[config.mk]
export PLATFORM = sky130hd
export DESIGN_NAME = pdp_mul
export DESIGN_NICKNAME = d
export VERILOG_FILES = /design/src/rtl/pdp_pkg.sv /design/src/rtl/pdp_mul.sv
export SDC_FILE = /design/constraint.sdc
export NUM_CORES = 2
export LEC_CHECK = 0
export ABC_AREA = 0
export BUFFER_PORTS_ARGS = -buffer_cell sky130_fd_sc_hd__buf_2
export CAP_MARGIN = 40
export CORE_UTILIZATION = 30
export DETAILED_ROUTE_END_ITERATION = 10
export GPL_TIMING_DRIVEN = 0
export PLACE_DENSITY = 0.47
export SYNTH_ARGS = -nofsm -noshare
export SYNTH_HDL_FRONTEND = slang
export SYNTH_SLANG_ARGS = --single-unit
[constraint.sdc]
create_clock -name clock -period 8.3 [get_ports clock]
set_input_delay 0.83 -clock clock [delete_from_list [all_inputs] [get_ports clock]]
set_output_delay 0.83 -clock clock [all_outputs]
set_load 0.02 [all_outputs]
[src/rtl/pdp_pkg.sv]
`default_nettype none
package pdp_pkg;

   typedef enum logic [4:0] {
      S_IDLE, S_RD0, S_RD1, S_RD2, S_LSQ0, S_LSQ1, S_PD0, S_PD1, S_TX, S_TY, S_DOT,
      S_DEC, S_DIV, S_OFFX, S_OFFY, S_EX, S_EY, S_ESUM, S_LEN, S_TL, S_TLW, S_UPD,
      S_FIN, S_OUT
   } state_type;

   typedef enum logic {
      OP_DIV,
      OP_SQRT
   } isu_op_type;

   typedef struct packed {
      logic       start;
      isu_op_type op;
   } isu_ctl_type;

   typedef struct packed {
      logic        done;
      logic [33:0] result;
   } isu_sts_type;

   localparam logic [1:0]  CSR_PATH_VALID  = 2'd0;
   localparam logic [1:0]  CSR_POINT_COUNT = 2'd1;

   localparam logic        REQ_WRITE = 1'b0;

   localparam logic [67:0] PROG_EPS_SQ = 68'd43;
   localparam logic [67:0] DIST_EPS_SQ = 68'd4295;
   localparam logic [67:0] ROUND_HALF  = 68'h4000_0000;
   localparam logic [31:0] T_ONE       = 32'h8000_0000;
   localparam logic [31:0] SAT31       = 32'h7FFF_FFFF;
   localparam logic [5:0]  DIV_STEPS   = 6'd31;
   localparam logic [5:0]  SQRT_STEPS  = 6'd34;

endpackage
`default_nettype wire

[src/rtl/pdp_mul.sv]
`default_nettype none
module pdp_mul import pdp_pkg::*; (
   input  wire logic        clock,
   input  wire logic [33:0] op_a,
   input  wire logic [33:0] op_b,
   output logic      [67:0] prod
);

   logic [67:0] prod_ff;

   always_ff @(posedge clock) begin
      prod_ff <= op_a * op_b;
   end

   assign prod = prod_ff;

endmodule
`default_nettype wire

==> run summary <==
Multiplexer cells account for 0.0258% of the synthesized area. Synthesis produced a netlist with a net count of 5660. The number of failing setup endpoints in the final timing report was 0; the transition at the pin with the smallest max-transition slack was 0.793 ns.

The synthesized-area fraction occupied by ao, oa, aoi and oai cells is 3.73%. After synthesis, the largest family of logic cells by area is adder cells. The via count of the first global-routing pass was 32400. The synthesized netlist devotes 1.49% of its cell area to XOR and XNOR gates.

Counting flops and latches in the post-synthesis netlist gives 68. The H-tree was split into 3 levels. The type of the worst min-delay path was primary input to flip-flop.

Timing analysis after detailed placement gives a worst setup slack of -1.23 ns. The die outline height works out to 361 um. For this run, the top clock speed supported by timing is 0.121 GHz. Across the run, the number of max-cap violations was 0. Counting instances in the post-synthesis netlist gives the leading cell types as 1029 x sky130_fd_sc_hd__inv_1, 1020 x sky130_fd_sc_hd__fa_1, 729 x sky130_fd_sc_hd__nand2_1. The most common flop cell mapped by yosys was sky130_fd_sc_hd__dfxtp_1. The startpoint type of the worst setup path is a primary input. Yosys mapped a number of flops with a built-in enable equal to 0.

At the worst endpoint, the required time is 8.59 ns. The tools report the count of pins over their slew limit as 0. The flow ran to the end, and the final reports show no timing, DRC or antenna violations. For the wire length of the first global-routing pass, the log shows 231 mm. The register with the most flip-flops in the layout has 68 of them. The clock-pin slew on the worst setup and hold paths was 0.06 ns.

The layout cell share with drive strength beyond 1 is 10.8%. The global-route total usage across every layer was 24.9%; the adder and majority cell fraction of the synthesized area was 61.9%. Entering global routing, the biggest net connects 13 pins. The logs give 5 for the number of iterations in the first detailed-routing pass and 0.0388 mm2 for the area of the mapped netlist. The detailed router placed 30300 vias in this run. The total of warnings raised by yosys came out at 0. Dividing the detail-routed via count by the number of cells gives 4.90. Across all setup checks in the final design, the least slack found is 0.0627 ns.

The detail-routed net length per standard cell was 25.7 um. The remaining number of nets flagged by the antenna check after routing came out at 0. The biggest area contributor in the post-synthesis netlist is sky130_fd_sc_hd__fa_1. The number of nets in the final layout is 5898, and the simple-gate area share of the yosys netlist is 16.9%. For the worst setup path, the data arrival time is 8.52 ns.

Area overhead of the layout relative to synthesis: 13.0%. The clock net in this run drives a total of 68 sinks. Buffers placed on the I/O ports in this run total 130.

The run gives 30.3% as the initial core utilization. The count of final hold-check violations is 0. For this run, asynchronously set or reset flops after synthesis account for 0%. The total wirelength of the detailed-routed design was 159 mm; the total clock buffers created by CTS was 9. The weighted congestion reported at the end of routability-driven placement is 0.970. The run gives 142 mm as the estimated wirelength of the detail-placed design.

The mean instance size in the synthesized netlist was 9.04 um2. The worst path needs 8.24 ns of the cycle, external delays included. The worst slew margin relative to its limit came out at 47.2%.

By instance count, the leading cell after synthesis is sky130_fd_sc_hd__inv_1. The final worst-path cycle share came out at 99.2%. For the portion of the post-synthesis area used by sequential elements, the log shows 3.51%.

Top-level port count: 137. The run gives 13500 as the number of filler cells placed in the layout. For the post-detailed-route DRC marker count, the log shows 0. The region available for standard cell placement spans 0.128 mm2. Number of antenna violations at the first check in global routing: 20. The number of distinct library cells after synthesis was 65. The worst setup path is captured at a flip-flop. The die width was 361 um; the area share of the largest cell type after synthesis was 52.7%. Synthesis produced a netlist whose cell count is 4287. After global routing the overflow that remains totals 0.

The root buffer cell chosen for the clock tree is sky130_fd_sc_hd__clkbuf_16. Classification of the worst setup path: primary input to flip-flop. No sink is reached through more buffers than the 2 on the longest clock path.

Ranked by total cell area, the synthesized netlist is headed by sky130_fd_sc_hd__fa_1 53%, sky130_fd_sc_hd__inv_1 10%, sky130_fd_sc_hd__ha_1 9.2%, sky130_fd_sc_hd__and2_1 8.1%, sky130_fd_sc_hd__nand2_1 7.1%. The die covers 0.131 mm2. TritonCTS built the clock tree.

Along the worst hold path, the cell count comes to 2. Biggest fanout along the worst timing path: 7. The first routing iteration left 2563 violations. The number of standard-cell rows in the floorplan came out at 131.
-- cell type report --
cell class,instances,area (um2),area share (%)
clock inverters,4,48.8,0.111
multi-input cells,2956,32800,74.9
clock buffers,12,246,0.563
plain buffers,230,1390,3.17
inverters,1029,3860,8.82
well taps,1662,2080,4.75
diodes,6,15.0,0.0343
repair buffers,231,1970,4.50
flip-flops and latches,68,1360,3.11
-- per-stage QoR --
step	instance area (um2)	std cells	setup TNS, ns	hold WS, ns	utilization [%]
global placement	41500	6079	-37.69	1.15	32.4
detailed placement	42600	6169	-28.24	1.16	33.4
global route	43800	6193	-0.0537	0.777	34.3
finish	43800	6198	0	0.774	34.3
floorplan	38800	4287	0	0.957	-
CTS	43300	6187	0	0.738	33.9
-- what timing repair did --
action | in CTS | in global routing
setup buffers | 4 | 8
setup endpoints to repair | 32 | 24
resized for setup | 169 | 278
hold buffers | 0 | 0
pin swaps | 6 | 25
-- per-layer routing --
layer / part of all wire (%) / wire length, um / up-vias / track usage [%]
met3: 8.2 / 13100 / 275 / 4.07
met5: 0.0057 / 9 / - / 0
met1: 40 / 63500 / 16000 / 33.0
li1: - / - / 12800 / -
met4: 5.4 / 8560 / 2 / 10.4
met2: 47 / 74000 / 1268 / 40.3
-- cells by family (layout without fill, tap and decap cells) --
logic type | count (synthesis) | after routing
and+or+nand+nor | 1359 | 1359
adders and majority gates | 1304 | 1304
buffers and inverters | 1263 | 1506
AOI/OAI and AO/OA | 226 | 226
DFF | 68 | 68
xor gates and xnor gates | 66 | 66
muxes | 1 | 1
other | 0 | 6
-- worst max-delay path, stage by stage --
cell and delay (ns):
sky130_fd_sc_hd__buf_4 0.20, sky130_fd_sc_hd__buf_6 0.17, sky130_fd_sc_hd__buf_8 0.16, sky130_fd_sc_hd__nand2_1 0.09
sky130_fd_sc_hd__fa_1 0.52, sky130_fd_sc_hd__fa_1 0.56, sky130_fd_sc_hd__fa_1 0.55, sky130_fd_sc_hd__inv_1 0.05
sky130_fd_sc_hd__fa_1 0.50, sky130_fd_sc_hd__fa_2 0.67, sky130_fd_sc_hd__fa_2 0.50, sky130_fd_sc_hd__fa_1 0.57
sky130_fd_sc_hd__inv_1 0.06, sky130_fd_sc_hd__fa_1 0.57, sky130_fd_sc_hd__inv_1 0.06, sky130_fd_sc_hd__ha_1 0.29
sky130_fd_sc_hd__buf_6 0.12, sky130_fd_sc_hd__nand4_1 0.22, sky130_fd_sc_hd__or3_4 0.41, sky130_fd_sc_hd__buf_4 0.15
sky130_fd_sc_hd__o211ai_4 0.31, sky130_fd_sc_hd__nor3_4 0.11, sky130_fd_sc_hd__nor2_2 0.14, sky130_fd_sc_hd__a21oi_2 0.09
sky130_fd_sc_hd__o31ai_2 0.34, sky130_fd_sc_hd__xor2_1 0.26
-- cells in the final DEF, fill, tap and decap left out, drive strengths merged, types with 5 or more instances in the layout --
master / netlist / layout
inv: 1029 / 1029
fa: 1020 / 1020
nand2: 729 / 729
and2: 504 / 504
buf: 18 / 285
ha: 284 / 284
clkbuf: 216 / 187
a21oi: 82 / 82
dfxtp: 68 / 68
o21ai: 61 / 61
nor2: 54 / 54
xnor2: 43 / 43
xor2: 23 / 23
a21o: 22 / 22
nand4: 21 / 21
nor3: 14 / 14
o21bai: 13 / 13
a211oi: 10 / 10
nand3: 8 / 8
a31oi: 8 / 8
diode: 0 / 6
nor2b: 6 / 6
o31ai: 5 / 5
-- path summary, 6_finish.rpt --
check                 slack (ns)               end  startpoint
worst max-delay path        0.06  prod[54]$_DFF_P_    op_a[19]
worst min-delay path        0.77   prod[0]$_DFF_P_     op_b[0]
Power is not shown: default switching activity piles up to over one toggle a cycle in this logic, so the estimate is an artifact.
