--- config.mk ---
export PLATFORM = sky130hd
export DESIGN_NAME = pdp_isu
export DESIGN_NICKNAME = d
export VERILOG_FILES = /design/src/rtl/pdp_pkg.sv /design/src/rtl/pdp_isu.sv
export SDC_FILE = /design/constraint.sdc
export NUM_CORES = 1
export LEC_CHECK = 0
export ABC_CLOCK_PERIOD_IN_PS = 10200
export BUFFER_PORTS_ARGS = -buffer_cell sky130_fd_sc_hd__buf_4
export CAP_MARGIN = 5
export CORE_MARGIN = 2
export CORE_UTILIZATION = 54
export DETAILED_ROUTE_END_ITERATION = 12
export PLACE_DENSITY_LB_ADDON = 0.15
export SETUP_SLACK_MARGIN = 0.5
export SKIP_CTS_REPAIR_TIMING = 1
export SYNTH_ARGS = -nofsm -noshare
export SYNTH_HDL_FRONTEND = slang
export SYNTH_SLANG_ARGS = --single-unit
--- constraint.sdc ---
create_clock -name clock -period 10.2 [get_ports clock]
set_clock_uncertainty 0.05 [all_clocks]
set_input_delay 1.02 -clock clock [delete_from_list [all_inputs] [get_ports clock]]
set_output_delay 1.02 -clock clock [all_outputs]
set_load 0.03 [all_outputs]
--- src/rtl/pdp_pkg.sv ---
`default_nettype none
package pdp_pkg;

   typedef enum logic [4:0] {
      S_IDLE, S_RD0, S_RD1, S_RD2, S_LSQ0, S_LSQ1, S_PD0, S_PD1, S_TX, S_TY, S_DOT,
      S_DEC, S_DIV, S_OFFX, S_OFFY, S_EX, S_EY, S_ESUM, S_LEN, S_TL, S_TLW, S_UPD,
      S_FIN, S_OUT
   } state_type;

   typedef enum logic {
      OP_DIV,
      OP_SQRT
   } isu_op_type;

   typedef struct packed {
      logic       start;
      isu_op_type op;
   } isu_ctl_type;

   typedef struct packed {
      logic        done;
      logic [33:0] result;
   } isu_sts_type;

   localparam logic [1:0]  CSR_PATH_VALID  = 2'd0;
   localparam logic [1:0]  CSR_POINT_COUNT = 2'd1;

   localparam logic        REQ_WRITE = 1'b0;

   localparam logic [67:0] PROG_EPS_SQ = 68'd43;
   localparam logic [67:0] DIST_EPS_SQ = 68'd4295;
   localparam logic [67:0] ROUND_HALF  = 68'h4000_0000;
   localparam logic [31:0] T_ONE       = 32'h8000_0000;
   localparam logic [31:0] SAT31       = 32'h7FFF_FFFF;
   localparam logic [5:0]  DIV_STEPS   = 6'd31;
   localparam logic [5:0]  SQRT_STEPS  = 6'd34;

endpackage
`default_nettype wire

--- src/rtl/pdp_isu.sv ---
`default_nettype none
module pdp_isu import pdp_pkg::*; (
   input  wire logic        clock,
   input  wire logic        reset,
   input  wire isu_ctl_type ctl,
   input  wire logic [67:0] arg_a,
   input  wire logic [67:0] arg_b,
   output isu_sts_type      sts
);

   logic        busy_ff;
   logic        done_ff;
   isu_op_type  op_ff;
   logic [5:0]  cnt_ff;
   logic [69:0] rem_ff;
   logic [67:0] rad_ff;
   logic [67:0] den_ff;
   logic [33:0] res_ff;

   logic [69:0] trial_a;
   logic [69:0] trial_b;
   logic [70:0] diff;
   logic        ge;

   // Restoring division shifts one bit a step; the root takes two radicand bits a step.
   always_comb begin
      if (op_ff == OP_DIV) begin
         trial_a = {rem_ff[68:0], 1'b0};
         trial_b = {2'b00, den_ff};
      end else begin
         trial_a = {rem_ff[67:0], rad_ff[67:66]};
         trial_b = {34'd0, res_ff, 2'b01};
      end
      diff = {1'b0, trial_a} - {1'b0, trial_b};
      ge   = ~diff[70];
   end

   always_ff @(posedge clock) begin
      if (reset) begin
         busy_ff <= 1'b0;
         done_ff <= 1'b0;
         op_ff   <= OP_DIV;
         cnt_ff  <= '0;
      end else begin
         done_ff <= 1'b0;
         if (ctl.start) begin
            busy_ff <= 1'b1;
            op_ff   <= ctl.op;
            cnt_ff  <= (ctl.op == OP_DIV) ? DIV_STEPS - 6'd1 : SQRT_STEPS - 6'd1;
         end else if (busy_ff) begin
            cnt_ff <= cnt_ff - 6'd1;
            if (cnt_ff == 6'd0) begin
               busy_ff <= 1'b0;
               done_ff <= 1'b1;
            end
         end
      end
   end

   always_ff @(posedge clock) begin
      if (ctl.start) begin
         rem_ff <= (ctl.op == OP_DIV) ? {2'b00, arg_a} : 70'd0;
         rad_ff <= arg_a;
         den_ff <= arg_b;
         res_ff <= '0;
      end else if (busy_ff) begin
         rem_ff <= ge ? diff[69:0] : trial_a;
         res_ff <= {res_ff[32:0], ge};
         rad_ff <= {rad_ff[65:0], 2'b00};
      end
   end

   assign sts.done   = done_ff;
   assign sts.result = res_ff;

endmodule
`default_nettype wire

==> results.yml, run 1 <==
setup_path:
  worst-path-max-fanout: 61
  worst_setup_path_end_kind: "flip-flop"
  critPathSlowestCell: "nand2_4"
  crit_top_cell: "nor2b_1"
  regToRegEndpoint: "rem_ff[60]"
  slowest_delay_ns: 0.78
  cp.required_ns: 10.51
  reg2reg_slack_ns: 4.36
  crit_type: "flip-flop to flip-flop"
  worstPathArrival_ns: 6.15
  crit_chain: "buf_4, nor2b_1, fa_1, nor2b_1, o21bai_1, a31o_1, a21oi_1, nor3_1, o41ai_2, a2111o_1, nand3_1, nand2_4, nand2_1, o221ai_1"
  crit_family: "simple AND/OR/NAND/NOR gates"
  cp-start-kind: "flip-flop"
  path_buf_inv: 1
  regToRegStartpoint: "op_ff"
  rr_worst_depth: 14
clocking:
  cts_buffer_depth: 3
  path_clk_slew_ns: 0.06
  cts_buffers: 27
  cts_tree: "done"
  h-tree-depth: 1
  worst_skew_pair.late_latency_ns: 0.57
  cts-root-buf: "clkbuf_16"
  clock_sinks: 248
hold_path:
  hold_depth: 1
  hold_end: "rad_ff[14]"
  min_from: "rad_ff[12]"
  worstHoldPathType: "flip-flop to flip-flop"
placed_design:
  port_buffers: 174
  placed_cell_area_um2: 16860
  dp_hpwl_um: 26880
  place_congestion: 0.8814
floorplanning:
  core-area_um2: 27860
  placementRows: 61
  die_x_um: 172.3
  start_util_pct: 54.93
  die_h_um: 172.3
  die_area_um2: 29700
  io_pins: 175
sta:
  finalCritPeriodShare_pct: 57.26
  final_max_slew_viol_count: 0
  rsz0062_at_grt: "no"
  worst_pin_slew_ns: 1.082
  min_period_ns: 5.841
  fin_setup_tns_ns: 0
  finalHoldViolCount: 0
  hold_ws_ns: 0.4971
  final-setup-viol-count: 0
  max_freq_mhz: 171.2
  maxSlewHeadroom_pct: 27.87
synth:
  yosys_warnings: 0
  synth.distinct_cells: 69
  syn-num-nets: 1635
  syn_area_um2: 15300
  async_flop_share_pct: 0
  netlist_instances: 1425
  syn_avg_cell_area_um2: 10.74
  synth.ff_latch_count: 248
  synth_seq_area_share_pct: 45.85
  synth_ff_type: "edfxtp_1"
  synth_edf_count: 205
route:
  wl_per_cell_um: 19.24
  vias_per_cell: 5.829
  postRouteWirelength_um: 37650
  first_pass_iters: 4
  dr_total_vias: 11410
  remaining_drc_errors: 0
  drt_iter0_drc: 849
  ant_nets: 0
global_routing:
  grtUsageTotal_pct: 25.07
  grt_pass1_vias: 11100
  grt_start_max_net_pins: 80
  antenna_found_initial: 0
  grt_pass1_wl_um: 59090
  grt_overflow_total: 0
cells_and_area:
  diodes: 0
  fin_area_um2: 17770
  drive_gt1_share_pct: 23.75
  areaGrowthSynthToFinish_pct: 16.14
  layout_commonest_cell: "edfxtp_1"
  fin_nets: 1768
  layout_common_cells: "205 x edfxtp_1, 182 x buf_4, 132 x mux2_2"
pwr:
  p_per_area_nw_per_um2: 279.6
  p_leak_nw: 7.253
  peakVddDrop_uv: 141.5
  fin_total_pwr_mw: 4.968
job:
  cap_violations: 0
status:
  status: "complete, no violations"
## cells in the mapped netlist, drive strengths merged, types with 4 or more instances
cell type | n | area share [%]
o31ai | 4 | 0.20
nand3 | 16 | 0.52
nand2b | 41 | 1.7
mux2i | 113 | 7.4
o21a | 6 | 0.29
nand2 | 128 | 3.1
a21o | 31 | 1.5
a31oi | 10 | 0.41
a21oi | 94 | 3.1
ha | 69 | 5.6
dfxtp | 43 | 5.6
and2 | 6 | 0.25
o21bai | 15 | 0.74
a31o | 4 | 0.23
nand4 | 16 | 0.69
buf | 24 | 0.73
clkbuf | 55 | 1.3
a221o | 7 | 0.46
or2 | 4 | 0.16
and4 | 5 | 0.29
o21ai | 102 | 3.4
a211oi | 10 | 0.52
nor2b | 10 | 0.41
xor2 | 30 | 1.7
inv | 25 | 0.61
nor2 | 93 | 2.3
o211ai | 6 | 0.33
mux2 | 132 | 9.7
xnor2 | 38 | 2.2
edfxtp | 205 | 40
and3 | 14 | 0.57
a32oi | 8 | 0.46
nor3 | 14 | 0.46
## how the worst max path moves through the flow
stage / slack, ns / end / cells past startpoint / startpoint
after floorplan: 5.46 / rem_ff[63] / 18 / op_ff
after global placement: 4.57 / rem_ff[59] / 14 / op_ff
after detailed placement: 4.34 / rem_ff[60] / 14 / op_ff
after CTS: 4.30 / rem_ff[60] / 14 / op_ff
final: 4.36 / rem_ff[60] / 14 / op_ff
after global routing: 3.92 / rem_ff[60] / 14 / op_ff
## stage by stage
stage	instances	util [%]	worst slack (ns)
finish	1957	63.80	4.359
global route	1957	63.80	3.919
CTS	1957	63.80	4.298
detailed placement	1907	60.52	4.337
global placement	1907	60.52	4.572
floorplan	1425	-	5.457
## layout make-up
type                    count  area [um^2]
clock buffers              42        823.3
repair buffers            183         1380
inverters                  25        93.84
fillers                  2289        10090
flip-flops and latches    248         7022
clock inverters             8        88.84
multi-input cells        1073         7891
well taps                 378        473.0
## registers in the layout (all words and copies together), names as in the netlist
signal / cells
busy_ff: 1
done_ff: 1
rem_ff: 69
res_ff: 34
rad_ff: 68
op_ff: 1
den_ff: 68
cnt_ff: 6
## cell families (layout without fill, tap and decap cells)
group	after synthesis	count (layout)	share of synthesized area, %
mux	245	245	17.11
simple gates	359	359	11.03
fa+ha+maj	70	70	5.773
buf+inv	104	258	2.690
compound gates	331	331	13.66
flops	248	248	45.85
xor+xnor	68	68	3.892
## report_power, final
group	switching, mW	leakage [nW]	total (mW)	internal (mW)
clock network	0.411	0.452	0.994	0.583
logic	1.44	4.38	2.51	1.08
registers	0.0971	2.42	1.46	1.36
## layer usage
metal	track usage [%]	share of wire, %	vias up
met5	1.043	0	-
met4	5.152	1.8	0
met3	3.021	5.1	38
met2	39.31	45	291
met1	37.36	48	5479
li1	-	-	5600
## worst register-to-register path: stages, from the launching register on
cell and delay, ns:
dfxtp_4 0.71, buf_4 0.66, nor2b_1 0.19, fa_1 0.46
nor2b_1 0.17, o21bai_1 0.12, a31o_1 0.27, a21oi_1 0.33
nor3_1 0.12, o41ai_2 0.56, a2111o_1 0.28, nand3_1 0.16
nand2_4 0.78, nand2_1 0.47, o221ai_1 0.31
Note: power is estimated with default switching activity, not from simulation.
==> run 2, diff against run 1 <==
--- a/config.mk
+++ b/config.mk
@@ -5,7 +5,7 @@
 export SDC_FILE = /design/constraint.sdc
 export NUM_CORES = 1
 export LEC_CHECK = 0
-export ABC_CLOCK_PERIOD_IN_PS = 10200
+export ABC_CLOCK_PERIOD_IN_PS = 5500
 export BUFFER_PORTS_ARGS = -buffer_cell sky130_fd_sc_hd__buf_4
 export CAP_MARGIN = 5
 export CORE_MARGIN = 2
==> constraint.sdc (replaced) <==
create_clock -name clock -period 5.5 [get_ports clock]
set_clock_uncertainty 0.05 [all_clocks]
set_input_delay 0.55 -clock clock [delete_from_list [all_inputs] [get_ports clock]]
set_output_delay 0.55 -clock clock [all_outputs]
set_load 0.03 [all_outputs]
==> run 2 against run 1 <==
Global-route usage rose by 0.64 points; critical path type unchanged; critical path depth did not move; die area did not move; routed wire length rose by 3.1%; register-to-register slack got worse by 3.6 ns; maximum frequency rose by 22%; first-iteration DRC count fell by 6.7%; design area rose by 0.57%; count of clock-buffer cells in the layout fell by 2; worst setup slack got worse by 3.6 ns; largest cell class unchanged; largest power group unchanged.
==> results.yml, run 2 (same netlist as run 1, synthesis figures left out) <==
cells_and_area:
  postLayoutCoreUtil_pct: 64.16
  seq_area_um2: 7022
  fin_area_um2: 17870
  largest_reg_flops: 69
  top_register: "rem_ff"
  multi_input_area_um2: 7891
  areaGrowthSynthToFinish_pct: 16.80
  drive_gt1_share_pct: 24.23
  fillers: 2239
  instances_no_fill: 1971
  layout_common_cells: "205 x edfxtp_1, 189 x buf_4, 132 x mux2_2"
  diodes: 0
  layout_commonest_cell: "edfxtp_1"
  fin_nets: 1781
  reg_top3: "rem_ff: 69 flops, den_ff: 68 flops, rad_ff: 68 flops"
route:
  vias_per_cell: 5.924
  drt_iter0_drc: 792
  first_pass_iters: 5
  remaining_drc_errors: 0
  dr_total_vias: 11680
  wl_per_cell_um: 19.69
  ant_nets: 0
  postRouteWirelength_um: 38810
sta:
  worst_pin_slew_ns: 1.017
  final-setup-viol-count: 0
  maxSlewHeadroom_pct: 32.21
  rsz0062_at_grt: "no"
  min_period_ns: 4.779
  finalCritPeriodShare_pct: 86.88
  max_freq_mhz: 209.3
  final_max_slew_viol_count: 0
  finalHoldViolCount: 0
  fin_setup_tns_ns: 0
pwr:
  p_per_area_nw_per_um2: 516.4
  p_leak_nw: 7.305
  fin_total_pwr_mw: 9.230
  peakVddDrop_uv: 324.4
floorplanning:
  core-area_um2: 27860
  die_x_um: 172.3
  placementRows: 61
  start_util_pct: 54.93
  io_pins: 175
  die_h_um: 172.3
  die_area_um2: 29700
setup_path:
  crit_chain: "buf_12, mux2_2, ha_1, o21a_1, o21bai_1, a2111o_1, a31o_2, a2bb2oi_1, o211ai_2, nand4_2, o311a_1, o21ai_1, xor2_1, a221o_1"
  crit_family: "compound AO/OA/AOI/OAI gates"
  cp.required_ns: 5.76
  slowest_delay_ns: 0.66
  path_buf_inv: 1
  worstPathArrival_ns: 5.04
  cp-start-kind: "flip-flop"
  critPathSlowestCell: "dfxtp_4"
  crit_type: "flip-flop to flip-flop"
  worst-path-max-fanout: 30
  worst_setup_path_end_kind: "flip-flop"
global_routing:
  grt_pass1_wl_um: 60780
  grt_start_max_net_pins: 85
  antenna_found_initial: 0
  grt_pass1_vias: 11550
  grtUsageTotal_pct: 25.71
  grt_overflow_total: 0
job:
  cap_violations: 0
clocking:
  h-tree-depth: 1
  clock_sinks: 248
  cts_buffers: 28
  cts_buffer_depth: 3
  cts_tree: "done"
  cts-root-buf: "clkbuf_16"
  path_clk_slew_ns: 0.06
  worst_skew_pair.late_latency_ns: 0.56
placed_design:
  dp_hpwl_um: 27620
  placed_cell_area_um2: 16980
  place_congestion: 0.9346
  place_inst: 1916
  port_buffers: 174
status:
  status: "complete, no violations"
hold_path:
  worstHoldPathType: "primary input to flip-flop"
## run 2: worst paths after layout
kind              from    endpoint  slack, ns  depth (start not counted)
max              op_ff  rem_ff[63]       0.72                         14
min          arg_b[56]  den_ff[56]       0.12                          1
max reg2reg      op_ff  rem_ff[63]       0.72                         14
min reg2reg  rad_ff[6]   rad_ff[8]       0.50                          1
## run 2: area by class of cell
cell class	count	share of cell area, %
Inverter	25	0.5250
Sequential cell	248	39.29
Clock buffer	40	4.396
Tap cell	378	2.646
Timing Repair Buffer	195	8.575
Multi-Input combinational cell	1073	44.15
Clock inverter	12	0.4200
## run 2: stage by stage
stage	hold slack [ns]	setup slack [ns]
5_1_grt	0.09971	0.5069
6_report	0.1163	0.7215
4_1_cts	0.09561	0.4045
3_3_place_gp	0.4770	0.6032
3_5_place_dp	0.4829	0.4342
2_1_floorplan	0.4748	0.7567
## run 2: worst reg2reg max path: stages, from the launching register on
cell       delay [ns]
dfxtp_4          0.66
buf_12           0.28
mux2_2           0.40
ha_1             0.40
o21a_1           0.17
o21bai_1         0.09
a2111o_1         0.43
a31o_2           0.26
a2bb2oi_1        0.21
o211ai_2         0.29
nand4_2          0.25
o311a_1          0.45
o21ai_1          0.18
xor2_1           0.10
a221o_1          0.33
## run 2: report_power, final
part	total (mW)	switching, mW	internal (mW)	leakage, nW
logic	4.78	2.73	2.05	4.46
clock network	1.75	0.760	0.992	0.425
registers	2.70	0.172	2.53	2.42
## run 2: per-layer routing
metal	GRT usage [%]	vias to the layer above	part of all wire (%)
met5	0	-	0
met4	6.248	0	2.5
met3	3.388	71	5.5
met2	42.15	378	46
met1	36.27	5618	46
li1	-	5609	-
